<file path="src/rtl/rsl_pkg.sv">
// ----------------------------------------------------------------------------
// rsl_pkg
// shared types, constants and helpers of the rtp sequence loss monitor
// ----------------------------------------------------------------------------
package rsl_pkg;

	localparam int unsigned BitmapWords     = 1024;
	localparam int unsigned WordIdxW        = 10;
	localparam int unsigned InitialInterval = 128;
	localparam logic [31:0] PeriodReset     = 32'd450000;
	localparam logic [16:0] IntervalLimit   = 17'd16384;
	localparam logic [30:0] Max31           = 31'h7FFF_FFFF;
	localparam logic [62:0] Max63           = 63'h7FFF_FFFF_FFFF_FFFF;

	typedef enum logic [3:0] {
		ST_CLEAR,
		ST_IDLE,
		ST_DIV,
		ST_MARK,
		ST_RD,
		ST_CHK,
		ST_SW_RD,
		ST_SW_LOAD,
		ST_SW_SCAN,
		ST_SW_END,
		ST_RPT,
		ST_OUT
	} st_t;

	typedef struct packed {
		logic [6:0] ones;
		logic [6:0] run;
	} scan_res_t;

	function automatic logic [30:0] add31(input logic [30:0] a, input logic [30:0] b);
		logic [31:0] s;
		s = {1'b0, a} + {1'b0, b};
		return s[31] ? Max31 : s[30:0];
	endfunction

	function automatic logic [62:0] add63(input logic [62:0] a, input logic [62:0] b);
		logic [63:0] s;
		s = {1'b0, a} + {1'b0, b};
		return s[63] ? Max63 : s[62:0];
	endfunction

endpackage

</file>
<file path="src/rtl/rsl_scan.sv">
// ----------------------------------------------------------------------------
// rsl_scan
// word scanner, one byte per cycle: ones count and longest zero run
// ----------------------------------------------------------------------------
module rsl_scan (
	input  logic                  clk,
	input  logic                  arst_n,
	input  logic                  start,
	input  logic [63:0]           word,
	output logic                  done,
	output rsl_pkg::scan_res_t    res
);
	import rsl_pkg::*;

	logic [63:0] sh_q;
	logic [2:0]  cnt_q;
	logic        busy_q;
	logic        done_q;
	logic [6:0]  cur_q, best_q, ones_q;
	logic [6:0]  cur_d, best_d, ones_d;

	always_comb begin
		cur_d  = cur_q;
		best_d = best_q;
		ones_d = ones_q;
		for (int i = 0; i < 8; i++) begin
			if (sh_q[i]) begin
				cur_d  = '0;
				ones_d = ones_d + 7'd1;
			end else begin
				cur_d = cur_d + 7'd1;
				if (cur_d > best_d)
					best_d = cur_d;
			end
		end
	end

	always_ff @(posedge clk or negedge arst_n) begin
		if (!arst_n) begin
			busy_q <= 1'b0;
			done_q <= 1'b0;
			cnt_q  <= '0;
			sh_q   <= '0;
			cur_q  <= '0;
			best_q <= '0;
			ones_q <= '0;
		end else begin
			done_q <= busy_q && (cnt_q == 3'd7);
			if (start) begin
				sh_q   <= word;
				cnt_q  <= '0;
				cur_q  <= '0;
				best_q <= '0;
				ones_q <= '0;
				busy_q <= 1'b1;
			end else if (busy_q) begin
				sh_q   <= {8'd0, sh_q[63:8]};
				cur_q  <= cur_d;
				best_q <= best_d;
				ones_q <= ones_d;
				cnt_q  <= cnt_q + 3'd1;
				if (cnt_q == 3'd7)
					busy_q <= 1'b0;
			end
		end
	end

	assign done     = done_q;
	assign res.ones = ones_q;
	assign res.run  = best_q;
endmodule
</file>
<file path="config.mk">
export PLATFORM = sky130hd
export DESIGN_NAME = rsl_scan
export DESIGN_NICKNAME = d
export VERILOG_FILES = /design/src/rtl/rsl_pkg.sv /design/src/rtl/rsl_scan.sv
export SDC_FILE = /design/constraint.sdc
export NUM_CORES = 1
export LEC_CHECK = 0
export BUFFER_PORTS_ARGS = -buffer_cell sky130_fd_sc_hd__buf_4
export CAP_MARGIN = 20
export CORE_AREA = 2 2 132 134
export DETAILED_ROUTE_END_ITERATION = 7
export DIE_AREA = 0 0 134 136
export GPL_TIMING_DRIVEN = 0
export HOLD_SLACK_MARGIN = 0.12
export PLACE_DENSITY = 0.76
export SLEW_MARGIN = 20
export SYNTH_ARGS = -nofsm -noshare
export SYNTH_HDL_FRONTEND = slang
export SYNTH_SLANG_ARGS = --single-unit
</file>
<file path="constraint.sdc">
create_clock -name clk -period 12.85 [get_ports clk]
set_input_delay 2.57 -clock clk [delete_from_list [all_inputs] [get_ports clk]]
set_output_delay 2.57 -clock clk [all_outputs]
set_load 0.01 [all_outputs]
</file>
==> impl_metrics.ini <==
[critical_path]
worstSetupPathType = reg2reg
worst_setup_path_start_kind = flop
arrival_ns = 13.20
cp_common_cell = buf_6
cp.required_ns = 13.04
critPathSlowestCell = dfrtp_1
crit_fanout = 9
crit_path_max_incr_delay_ns = 0.37
endpoint_kind = flop

[timing]
worst_pin_slew_ns = 0.931
fmax_ghz = 0.0769
setup_viol = 6
fin_skew_ns = 0.00943
whs_ns = 0.547
rsz0062_at_grt = true
fin_ws_ns = -0.158
slew_viol_final = 0
maxSlewHeadroom_pct = 37.4
period_share_pct = 101
period_minus_slack_ns = 13.01
finalHoldViolCount = 0

[clock_network]
cts_tree = yes
cts_made_buffers = 9
ctsLongestPathBuffers = 2
clk_pin_slew_worst_paths_ns = 0.07
cts.sinks = 90
clock-root-buffer = clkbuf_16
worstSkewPairLatency_ns = 0.34
cts_max_level = 3

[synthesis]
syn-cell-area_mm2 = 0.00907
synth_seq_cells = 90
synth_ff_type = dfrtp_1
async_reset_ff_share_pct = 100
synthTopCellsByArea = dfrtp_1 (25%), ha_1 (9.4%), mux2i_1 (8.1%), o21ai_0 (5.8%), nand2_1 (4.8%)
yosys.area.top_type = dfrtp_1
yosysSeqAreaShare_pct = 24.8
synth_edf_count = 0
syn_nets = 1231
synth.top_cell.area_share_pct = 24.8
postSynthAreaPerCell_um2 = 8.28
syn_inst = 1096
yosysWarnings = 0
ys_types = 95

[cells_and_area]
drive_above_1_share_pct = 30.0
final_cell_mix = buf_4 (151), nand2_1 (114), dfrtp_1 (90), o21ai_0 (89), nor2_1 (79)
nFillCells = 1279
mostFrequentLayoutCell = buf_4
syn2layout_area_growth_pct = 30.3
fin_cells = 1496
nets = 1401
multiInputGateArea_mm2 = 0.00722
utilization_pct = 70.0
diodes = 0
regArea_mm2 = 0.00225

[global_route]
met3_usage_pct = 3.47
met2_usage_pct = 50.1
busiest_layer = met2
first_global_vias = 8674
grt_pass1_wl_mm = 44.1
grt_usage_pct = 30.3
antenna_found_initial = 0
gr-total-overflow = 0
grt_max_degree = 91
gr-usage-met1_pct = 41.5

[floorplanning]
pin_count = 82
core-area_mm2 = 0.0169
die_area_mm2 = 0.0182
initial_core_util_pct = 53.7
die_y_um = 136
num_rows = 48
dieWidth_um = 134

[drt]
dr_total_vias = 9374
via_per_inst = 6.27
drc_errors = 0
wirelength_mm = 30.3
antenna_left = 0
firstDrtPassIters = 6
drt-initial-drc-count = 952
wl_per_cell_um = 20.2

[run_status]
status = finished, violations left
violations = negative setup slack

[placement]
port_buffers = 80
routabilityCongestion = 0.960
hpwl_mm = 20.6
post-place-cells = 1401

[flow_run]
timing.max_cap.violations = 0

[min_path]
hold_path.class = reg2reg
## critical path: cells and delay by family, from the launching register on
kind                     cells  cell delay, ns
flip-flops                   1            0.37
multiplexers                 2            0.64
XOR/XNOR                     1            0.23
buffers and inverters       13            1.72
adder cells (fa/ha/maj)      9            2.06
AO/OA/AOI/OAI               34            5.47
AND/OR/NAND/NOR             16            2.34
## final timing paths
| path | startpoint | to | slack, ns | cells past startpoint |
|---|---|---|---|---|
| min in group asynchronous | arst_n | ones_q[5] | 2.28 | 1 |
| worst min-delay path | cnt_q[1] | cnt_q[1] | 0.55 | 2 |
| max in group asynchronous | arst_n | best_q[1] | 10.02 | 1 |
| worst max register to register | cur_q[0] | best_q[1] | -0.16 | 75 |
| worst min register to register | cnt_q[1] | cnt_q[1] | 0.55 | 2 |
| worst max-delay path | cur_q[0] | best_q[1] | -0.16 | 75 |
## synth_stat cells (4+ instances only)
master,number
o21a_1,11
nand4_1,11
nor2_1,96
nor3_1,20
clkbuf_1,34
a31oi_1,8
nor4_1,5
buf_2,11
inv_1,49
o21ai_1,5
a21boi_0,4
a21oi_1,49
o211ai_1,12
or2_2,9
and2_1,19
o31ai_1,7
buf_6,4
or3_1,9
nand3_1,23
nand2_1,116
a211oi_1,12
o21ai_0,106
ha_1,68
dfrtp_1,90
buf_1,9
nor2b_1,17
xnor2_1,35
mux2i_1,73
xnor2_2,5
nand2b_1,17
and3_1,10
xor2_1,18
o32ai_1,5
mux2_2,9
a21o_1,25
## cell type report
| class | instances | area share [%] |
|---|---|---|
| inverter | 52 | 1.67 |
| buffer | 60 | 2.89 |
| multi-input combinational | 893 | 61.1 |
| sequential | 90 | 19.1 |
| clock buffer | 11 | 1.97 |
| clock inverter | 5 | 0.339 |
| timing repair buffer | 160 | 10.6 |
| tap | 225 | 2.38 |
## registers in the layout, indices dropped and copies added, names as in the netlist
| register | cells |
|---|---|
| cnt_q | 3 |
| sh_q | 64 |
| ones_q | 7 |
| cur_q | 7 |
| best_q | 7 |
| busy_q | 1 |
| done | 1 |
## what timing repair did
item | CTS | global route
hold buffers | 0 | 0
setup endpoints to repair | 7 | 7
setup buffers | 50 | 30
pin swaps | 29 | 78
gates resized for setup | 80 | 116
## cell families (layout without fill, tap and decap cells)
family | count (synthesis) | in the layout | share of synthesized area, %
compound gates | 300 | 300 | 22.4
buf+inv | 113 | 288 | 5.31
fa+ha+maj | 68 | 68 | 9.38
xor+xnor | 66 | 66 | 8.00
mux | 84 | 84 | 9.50
flops | 90 | 90 | 24.8
simple gates | 375 | 375 | 20.5
## layer usage
| layer | routed length [um] | vias to the layer above |
|---|---|---|
| met2 | 14200 | 523 |
| met4 | 1140 | 0 |
| li1 | - | 4262 |
| met3 | 2190 | 101 |
| met5 | 0 | - |
| met1 | 12700 | 4488 |
## through the flow
| step | setup slack, ns | setup TNS, ns | area (um2) |
|---|---|---|---|
| floorplan | 0.00315 | 0 | 9120 |
| global placement | -2.03 | -12.49 | 10000 |
| detailed placement | -2.20 | -13.54 | 10000 |
| CTS | 0.00436 | 0 | 11000 |
| global route | -0.647 | -3.92 | 11800 |
| finish | -0.158 | -0.608 | 11800 |
Power is not shown: default switching activity piles up to over one toggle a cycle in this logic, so the estimate is an artifact.
