$ cat config.mk
export PLATFORM = sky130hd
export DESIGN_NAME = rsl_div
export DESIGN_NICKNAME = d
export VERILOG_FILES = /design/src/rtl/rsl_div.sv
export SDC_FILE = /design/constraint.sdc
export NUM_CORES = 1
export LEC_CHECK = 0
export BUFFER_PORTS_ARGS = -buffer_cell sky130_fd_sc_hd__buf_2
export CAP_MARGIN = 20
export CORE_MARGIN = 10
export CORE_UTILIZATION = 45
export CTS_BUF_LIST = sky130_fd_sc_hd__clkbuf_8
export DETAILED_ROUTE_END_ITERATION = 16
export PLACE_DENSITY_LB_ADDON = 0.3
export REMOVE_ABC_BUFFERS = 1
export SYNTH_ARGS = -nofsm -noshare
export SYNTH_HDL_FRONTEND = slang
export SYNTH_SLANG_ARGS = --single-unit
$ cat constraint.sdc
create_clock -name clk -period 2.6 [get_ports clk]
set_clock_uncertainty 0.05 [all_clocks]
set_input_delay 0.13 -clock clk [delete_from_list [all_inputs] [get_ports clk]]
set_output_delay 0.13 -clock clk [all_outputs]
set_load 0.02 [all_outputs]
$ cat src/rtl/rsl_div.sv
// ----------------------------------------------------------------------------
// rsl_div
// restoring divider, one quotient bit per cycle, gives the remainder
// ----------------------------------------------------------------------------
module rsl_div (
	input  logic        clk,
	input  logic        arst_n,
	input  logic        start,
	input  logic [15:0] dividend,
	input  logic [13:0] divisor,
	output logic        done,
	output logic [13:0] rem
);
	logic [15:0] dvd_q;
	logic [13:0] rem_q;
	logic [13:0] dsr_q;
	logic [3:0]  cnt_q;
	logic        busy_q;
	logic        done_q;
	logic [14:0] trial;
	logic [14:0] diff;

	assign trial = {rem_q, dvd_q[15]};
	assign diff  = trial - {1'b0, dsr_q};

	always_ff @(posedge clk or negedge arst_n) begin
		if (!arst_n) begin
			busy_q <= 1'b0;
			done_q <= 1'b0;
			cnt_q  <= '0;
			dvd_q  <= '0;
			rem_q  <= '0;
			dsr_q  <= '0;
		end else begin
			done_q <= busy_q && (cnt_q == 4'd0);
			if (start) begin
				dvd_q  <= dividend;
				dsr_q  <= divisor;
				rem_q  <= '0;
				cnt_q  <= 4'd15;
				busy_q <= 1'b1;
			end else if (busy_q) begin
				// keep the partial remainder below the divisor
				rem_q <= (trial >= {1'b0, dsr_q}) ? diff[13:0] : trial[13:0];
				dvd_q <= {dvd_q[14:0], 1'b0};
				cnt_q <= cnt_q - 4'd1;
				if (cnt_q == 4'd0)
					busy_q <= 1'b0;
			end
		end
	end

	assign done = done_q;
	assign rem  = rem_q;
endmodule

==> flow_metrics.tcl, run 1 <==
set metrics [dict create \
    final_util 0.6013 \
    wirelength_um 6643 \
    seq_area_frac_synth 0.4310 \
    vdd_ir_drop_max_mv 0.3842 \
    grt_pass1_wl_um 11520 \
    setup_ws_ps 107.0 \
    synth_top_area_frac 0.4310 \
    grt_max_degree 45 \
    initial_core_util 0.4598 \
    place.detailed.hpwl_um 4693 \
    cp_top_family "compound AO/OA/AOI/OAI gates" \
    synth.most_common_cell "nand2_1" \
    area_growth_syn_to_layout_pct 30.78 \
    worstMarginPinSlew_ps 841.9 \
    synth_ff_type "dfrtp_1" \
    rows 29 \
    ys_warn_count 0 \
    critPathArrivalTime_ps 2680 \
    end_kind "flop" \
    clk_transition_reported_paths_ps 90 \
    slew_violations 0 \
    min_from "start" \
    hold_violations 0 \
    yosys-top-cells-count "nand2_1 (53), dfrtp_1 (50), o21ai_0 (36)" \
    routed_via_density 5.155 \
    clkSinkCount 50 \
    path_class "reg -> reg" \
    antenna_found_initial 0 \
    synth_cells 300 \
    slew_headroom 0.4387 \
    p_per_area_nw_per_um2 758.1 \
    gp_congestion 0.8683 \
    setup_viol 0 \
    port_buffers 47 \
    async_flop_share 1.000 \
    die_area_um2 10060 \
    fillers 582 \
    synth_cell_types 49 \
    die_x_um 100.3 \
    wire_per_inst_um 14.26 \
    synth_edf_count 0 \
    num_vias 2402 \
    max_freq_ghz 0.4011 \
    status "completed" \
    tritoncts "yes" \
    clockRootBuffer "clkbuf_8" \
    syn_avg_cell_area_um2 9.676 \
    yosys-top-cells-area "dfrtp_1 (43%), nand2_1 (6.9%), ha_1 (6.5%)" \
    ys_ff_latch 50 \
    io_pins 48 \
    p_leak_nw 1.918 \
    grt_pass1_vias 2557 \
    grt.overflow.total 0 \
    syn-cell-area_um2 2903 \
    remaining_drc_errors 0 \
    critical-path-max-stage-delay_ps 380 \
    worst_setup_path_startpoint "dsr_q[1]$_DFFE_PN0P_" \
    drive_gt1_frac 0.2596 \
    dr.pass1.iters 4 \
    clock_latency_ps 310 \
    required_ps 2790 \
    drt_iter0_drc 77 \
    ctsLongestPathBuffers 2 \
    cp_cell_sequence "inv_2, ha_4, nor2b_1, o2111ai_2, a31oi_4, o41ai_4, buf_4, mux2_4, xnor2_2, o21ai_1" \
    die_y_um 100.3 \
    core_um2 6314 \
    startpoint_type "flop" \
    fin_crit_ps 2493 \
    holdCritPathClass "in -> reg" \
    path_buf_inv 2 \
    ant_nets 0 \
    rr_startpoint "dsr_q[1]$_DFFE_PN0P_" \
    synth_top_cell_by_area "dfrtp_1" \
    cap_violations 0 \
    crit_fanout 3 \
    htree_levels 2 \
    track_usage 0.1353 \
    cts_inserted_buffers 5 \
    diodes 0 \
    dp_slack_ps -2.311 \
    slowest_stage "dfrtp_1" \
    timing.final.crit_share 0.9589 \
    fin_nets 437 \
]
## cells in the final DEF (no fill, tap or decap), types with 3 or more instances in the layout
cell type / netlist / layout
buf_4: 1 / 19
dfrtp_1: 50 / 49
clkbuf_8: 0 / 7
xnor2_1: 10 / 9
a211oi_1: 5 / 3
nand3_1: 4 / 4
nor2_1: 12 / 12
a21o_1: 6 / 6
ha_1: 15 / 13
inv_1: 17 / 16
nand2b_1: 3 / 3
nand4_1: 3 / 3
dlygate4sd3_1: 0 / 31
nor2b_1: 3 / 3
o21ai_0: 36 / 35
buf_2: 1 / 47
xor2_1: 5 / 5
a311oi_2: 6 / 6
nand2_1: 53 / 53
mux2i_1: 18 / 18
## layer usage
layer	global-route usage	routed length (um)
met4	0.04891	110
met3	0.03846	358
met5	0	0
met2	0.2191	3103
met1	0.1674	3070
## final timing paths
check | slack (ps) | to | depth (start not counted)
worst max-delay path | 110 | rem[13]$_DFFE_PN0P_ | 10
worst min-delay path | 180 | dvd_q[0]$_DFFE_PN0P_ | 3
worst max register to register | 110 | rem[13]$_DFFE_PN0P_ | 10
worst min register to register | 440 | done$_DFF_PN0_ | 1
max in group asynchronous | 1490 | dvd_q[12]$_DFFE_PN0P_ | 3
min in group asynchronous | 250 | done$_DFF_PN0_ | 2
## registers in the layout, summed over array words and instances (netlist names)
signal,count
dsr_q,14
rem,14
cnt_q,4
busy_q,1
done,1
dvd_q,16
## power by group
| part | total, mW | internal, mW | switching, mW |
|---|---|---|---|
| clock network | 0.509 | 0.244 | 0.265 |
| logic | 1.41 | 0.688 | 0.721 |
| registers | 0.960 | 0.883 | 0.0774 |
| total | 2.88 | 1.81 | 1.06 |
## tightest hold or removal path, cell delays in order
cell     delay [ps]
buf_2           220
nand2_1          90
o21ai_0          60
## logic make-up (layout without fill, tap and decap cells)
group                      count (synthesis)  count (layout)  share of synthesized area
buffers and inverters                     35             124                    0.05258
adders and majority gates                 16              16                    0.07155
muxes                                     20              20                    0.06983
xor gates and xnor gates                  15              15                    0.04526
and+or+nand+nor                           89              89                     0.1388
DFF                                       50              50                     0.4310
AOI/OAI and AO/OA                         75              75                     0.1909
## final cells by class
type	count	area, um^2	area share
clock inverters	1	8.758	0.002307
multi-input cells	215	1567	0.4127
repair buffers	98	708.2	0.1866
flip-flops and latches	50	1252	0.3299
clock buffers	7	96.34	0.02538
inverters	18	67.56	0.01780
well taps	77	96.34	0.02538
## per-stage QoR
stage | cells | total power [mW] | instance area, um^2 | TNS (ps) | hold slack, ps
3_3_place_gp | 426 | 2.247 | 3306 | -5.055 | 68.70
2_1_floorplan | 283 | 1.811 | 2818 | 0 | -215.6
6_report | 466 | 2.878 | 3796 | 0 | 177.3
5_1_grt | 466 | 3.079 | 3796 | -12.45 | 235.3
3_5_place_dp | 426 | 2.266 | 3306 | -2.311 | 59.28
4_1_cts | 465 | 2.818 | 3721 | 0 | 182.0
## repair_timing
item	in CTS	in global routing
gates resized for setup	0	14
setup endpoints to repair	2	13
pin swaps	2	8
hold buffers	31	0
hold endpoints to repair	49	0
buffers inserted	0	1
Power figures use the tool's default switching activity.
==> inputs of run 2 (changes only) <==
Settings changed: ABC_AREA set to 1.
Clock period 2.6 ns to 3.1 ns, I/O delays scaled along.
==> run 2 against run 1 <==
Net effect:
- hold slack worse by 170 ps
- setup slack better by 690 ps
- fmax up 8.0%
- largest power group unchanged
- critical path type unchanged
- die area up 5.0%
- routed wire length up 6.1%
- combinational power up 14%
==> flow_metrics.tcl, run 2 <==
set metrics [dict create \
    rows 30 \
    slowest_stage "dfrtp_1" \
    drive_gt1_frac 0.1681 \
    cap_violations 0 \
    worstMarginPinSlew_ps 1083 \
    cp_cell_sequence "ha_1, a21oi_1, nand2_1, a21oi_4, nand3_4, nand2_1, nand3_1, o21ai_0" \
    wire_per_inst_um 13.10 \
    antenna_found_initial 0 \
    syn-cell-area_um2 3083 \
    min_from "divisor[10]" \
    async_flop_share 1.000 \
    yosys-top-cells-area "dfrtp_1 (41%), nand2_1 (15%), inv_1 (8.0%)" \
    ant_nets 0 \
    p_leak_nw 1.931 \
    p_per_area_nw_per_um2 820.1 \
    wirelength_um 7048 \
    grt_max_degree 51 \
    min_path_cells 3 \
    setup_viol 0 \
    core_um2 6719 \
    largest_register "dvd_q" \
    fin_nets 506 \
    critical-path-max-stage-delay_ps 430 \
    htree_levels 2 \
    r2r_cells 8 \
    cts_inserted_buffers 5 \
    path_buf_inv 0 \
    slew_violations 0 \
    seq_area_frac_synth 0.4058 \
    fin_setup_tns_ps 0 \
    holdCritPathClass "in -> reg" \
    synth_ff_type "dfrtp_1" \
    post_cts_buffers 0 \
    dp_slack_ps 466.2 \
    max_freq_ghz 0.4333 \
    clock_latency_ps 310 \
    synth.most_common_cell "nand2_1" \
    die_y_um 102.8 \
    grt.overflow.total 0 \
    synth_top_cell_by_area "dfrtp_1" \
    synth_top_area_frac 0.4058 \
    slew_headroom 0.2752 \
    die_x_um 102.8 \
    dr.pass1.iters 4 \
    largest_reg_flops 16 \
    critPathArrivalTime_ps 2460 \
    synth_cell_types 36 \
    clkSinkCount 50 \
    fin_crit_ps 2308 \
    timing.final.crit_share 0.7444 \
    vdd_ir_drop_max_mv 0.2728 \
    rrSetupSlack_ps 790 \
    status "completed" \
    final_util 0.5335 \
    cp_top_family "simple AND/OR/NAND/NOR gates" \
    ys_warn_count 0 \
    reg2reg_to "rem[8]$_DFFE_PN0P_" \
    ctsLongestPathBuffers 2 \
    routed_via_density 5.019 \
    drt_iter0_drc 117 \
    tritoncts "yes" \
    crit_top_cell "nand2_1" \
    end_kind "flop" \
    clockRootBuffer "clkbuf_8" \
    grt_pass1_wl_um 11900 \
    syn_avg_cell_area_um2 7.650 \
    rsz0062_at_grt "no" \
    area_growth_syn_to_layout_pct 16.27 \
    final_common_cell "nand2_1" \
    synth_edf_count 0 \
    mostFrequentLayoutCells "nand2_1 (121), inv_1 (67), dfrtp_1 (50)" \
    synth_cells 403 \
    crit_fanout 22 \
    initial_core_util 0.4588 \
    clk_transition_reported_paths_ps 90 \
    yosys-top-cells-count "nand2_1 (121), inv_1 (66), dfrtp_1 (50)" \
    diodes 0 \
    setup_ws_ps 792.3 \
    startpoint_type "flop" \
    rr_startpoint "rem[9]$_DFFE_PN0P_" \
    track_usage 0.1405 \
    grt_pass1_vias 2643 \
    num_vias 2700 \
    hold_violations 0 \
    place.detailed.hpwl_um 5191 \
    path_class "reg -> reg" \
    port_buffers 47 \
    ys_ff_latch 50 \
    hold_path_end "dsr_q[10]$_DFFE_PN0P_" \
    die_area_um2 10560 \
    gp_congestion 0.9132 \
    remaining_drc_errors 0 \
    io_pins 48 \
    required_ps 3250 \
]
## run 2: cell types whose count changed after synthesis, moves of 8 or more
cell and delta:
o21ai_0 -17, nor2_1 +10, o221ai_1 +14, a21oi_1 +8
inv_1 +49, mux2i_1 -18, nand2_1 +68, nand3_1 +21
## run 2: what timing repair did
item / 4_1_cts / 5_1_grt
gates resized for setup: 0 / 0
endpoints found under the hold margin: 7 / 18
hold buffers: 7 / 1
## run 2: metal layers
metal	GRT usage	wire length, um
met4	0.03957	63
met2	0.2326	3253
met5	0	0
met3	0.04290	427
met1	0.1729	3303
## run 2: layout make-up
| class | instances | area [um^2] |
|---|---|---|
| clock buffer | 5 | 68.82 |
| sequential | 50 | 1251 |
| fill | 640 | 3134 |
| clock inverter | 3 | 41.29 |
| inverter | 69 | 259.0 |
| timing repair buffer | 58 | 354.1 |
| tap | 80 | 100.1 |
| multi-input combinational | 273 | 1510 |
## run 2: report_power, final
part           internal (mW)  total (mW)  switching [mW]  leakage [nW]
clock network          0.238       0.456           0.219        0.0556
registers              0.769       0.873           0.104         0.610
logic                  0.581        1.61            1.03          1.27
total                   1.59        2.94            1.35          1.93
## run 2: how the worst max path moves through the flow
stage,start,end,slack [ps],depth (start not counted)
global placement,busy_q$_DFF_PN0_,dvd_q[2]$_DFFE_PN0P_,550,3
global route,rem[9]$_DFFE_PN0P_,rem[8]$_DFFE_PN0P_,640,8
finish,rem[9]$_DFFE_PN0P_,rem[8]$_DFFE_PN0P_,790,8
detailed placement,busy_q$_DFF_PN0_,rem[8]$_DFFE_PN0P_,470,3
CTS,busy_q$_DFF_PN0_,rem[8]$_DFFE_PN0P_,440,3
floorplan,rem[9]$_DFFE_PN0P_,rem[12]$_DFFE_PN0P_,1110,9
## run 2: tightest hold or removal path: stages
cell and delay [ps]:
buf_2 70, nand2_1 40, o21ai_0 60
## run 2: kinds of logic after synthesis
| family | synth area share |
|---|---|
| compound gates | 0.1201 |
| xor+xnor | 0.01989 |
| fa+ha+maj | 0.06737 |
| buf+inv | 0.1043 |
| flops | 0.4058 |
| simple gates | 0.2825 |
## run 2: metrics by stage
step / instance area [um^2] / std cells / total power, mW / hold slack, ps
after global routing: 3585 / 538 / 3.218 / 6.221
after detailed placement: 3363 / 520 / 2.484 / 319.3
after global placement: 3363 / 520 / 2.455 / 313.9
after CTS: 3543 / 535 / 2.960 / 0.9059
final: 3585 / 538 / 2.940 / 8.715
after floorplan: 3020 / 392 / 2.095 / -190.6
==> inputs of run 3 (changes only) <==
Clock period 3.1 ns to 2 ns, I/O delays scaled along.
==> run 3 against run 2 <==
Net effect:
- non-clock buffer count rose by 49
- sequential share of layout area fell by 5.2 points
- sequential cell count did not move
- largest cell class unchanged
- sequential power rose by 53%
- clock-buffer cell count did not move
- fmax rose by 22%
==> flow_metrics.tcl, run 3 (synthesis results as in run 2) <==
set metrics [dict create \
    critPathArrivalTime_ps 2040 \
    drive_gt1_frac 0.2711 \
    wirelength_um 8298 \
    mostFrequentLayoutCells "nand2_1 (115), inv_1 (59), dfrtp_1 (49)" \
    final_common_cell "nand2_1" \
    cts_inserted_buffers 5 \
    slew_headroom 0.6196 \
    antenna_found_initial 0 \
    rr_startpoint "dvd_q[15]$_DFFE_PN0P_" \
    die_y_um 102.8 \
    vdd_ir_drop_max_mv 0.4612 \
    finalPower_mw 5.327 \
    rows 30 \
    diodes 0 \
    place_inst 545 \
    critical-path-max-stage-delay_ps 390 \
    cap_violations 0 \
    remaining_drc_errors 0 \
    ctsLongestPathBuffers 2 \
    critPathCapture "rem[6]$_DFFE_PN0P_" \
    crit_fanout 4 \
    rsz0062_at_grt "yes" \
    required_ps 2160 \
    dr.pass1.iters 4 \
    drt_iter0_drc 168 \
    hold_violations 0 \
    die_x_um 102.8 \
    grt_pass1_vias 2980 \
    clock_latency_ps 310 \
    grt_max_degree 46 \
    initial_core_util 0.4588 \
    clk_transition_reported_paths_ps 100 \
    area_growth_syn_to_layout_pct 36.61 \
    path_class "reg -> reg" \
    fin_setup_tns_ps 0 \
    final_util 0.6268 \
    setup_viol 0 \
    num_vias 2985 \
    reg2reg_to "rem[6]$_DFFE_PN0P_" \
    fillers 584 \
    track_usage 0.1592 \
    clkSinkCount 50 \
    ant_nets 0 \
    cp_cell_sequence "inv_2, ha_4, inv_4, fa_2, nand3_2, nand3_4, a21oi_2, xor2_1, nand2_1, nand3_1, nand2_1" \
    worst_setup_path_startpoint "dvd_q[15]$_DFFE_PN0P_" \
    routed_via_density 5.068 \
    p_per_area_nw_per_um2 1265 \
    grt_pass1_wl_um 13660 \
    crit_top_cell "nand2_1" \
    tritoncts "yes" \
    design_area_um2 4212 \
    largest_reg_flops 16 \
    end_kind "flop" \
    port_buffers 47 \
    fin_nets 557 \
    p_leak_nw 2.167 \
    instances_no_fill 589 \
    wire_per_inst_um 14.09 \
    gp_congestion 0.9262 \
    fin_crit_ps 1884 \
    status "completed" \
    timing.final.crit_share 0.9421 \
    dpl_cell_area_um2 3551 \
    rrSetupSlack_ps 120 \
    startpoint_type "flop" \
    place.detailed.hpwl_um 5657 \
    slowest_stage "dfrtp_1" \
    grt.overflow.total 0 \
    slew_violations 0 \
    worstMarginPinSlew_ps 570.6 \
    clockRootBuffer "clkbuf_8" \
    r2r_cells 11 \
    htree_levels 2 \
    die_area_um2 10560 \
    holdCritPathClass "in -> reg" \
    max_freq_ghz 0.5307 \
    largest_register "dvd_q" \
    io_pins 48 \
    core_um2 6719 \
]
[run 3: worst min-delay path by stage]
stage	from	endpoint	slack, ps	cells after the start
after floorplan	arst_n	busy_q$_DFF_PN0_	-250	0
after global placement	arst_n	rem[3]$_DFFE_PN0P_	80	1
after detailed placement	arst_n	dsr_q[4]$_DFFE_PN0P_	90	1
after CTS	start	dsr_q[0]$_DFFE_PN0P_	50	4
after global routing	start	dsr_q[0]$_DFFE_PN0P_	60	4
final	start	dsr_q[0]$_DFFE_PN0P_	60	4
[run 3: area by class of cell]
class	count	area [um^2]	area share
multi-input cells	275	1724	0.4094
flip-flops and latches	50	1252	0.2974
repair buffers	107	763.2	0.1812
inverters	69	261.5	0.06209
well taps	80	100.1	0.02377
clock buffers	5	68.82	0.01634
clock inverters	3	41.29	0.009804
[run 3: critical path: cells and delay by family, from the launching register on]
family	cells	cell delay, ps
fa+ha+maj	2	500
flops	1	390
simple gates	5	390
compound gates	1	170
xor+xnor	1	170
buf+inv	2	120
[run 3: through the flow]
stage,setup slack [ps],hold WS [ps]
3_5_place_dp,-72.51,89.92
3_3_place_gp,-63.62,83.14
2_1_floorplan,11.60,-245.6
4_1_cts,8.916,54.37
6_report,115.8,62.98
5_1_grt,-33.26,55.57
[run 3: timing repair]
action,4_1_cts,5_1_grt
setup endpoints to repair,6,14
cloned,1,1
gates resized for setup,3,39
setup buffers,0,3
pin swaps,0,14
endpoints found under the hold margin,52,0
hold buffers,31,0
[run 3: routing by layer]
layer	up-vias	part of all wire	track usage
met5	-	0	0
met4	0	0.012	0.03422
met2	71	0.49	0.2684
met3	11	0.068	0.04155
li1	1514	-	-
met1	1389	0.43	0.2001
[run 3: where the power goes]
part	switching (mW)	leakage, nW	internal, mW	total (mW)
registers	0.148	0.609	1.19	1.34
logic	1.90	1.50	1.36	3.26
clock network	0.355	0.0556	0.369	0.724
total	2.41	2.17	2.92	5.33
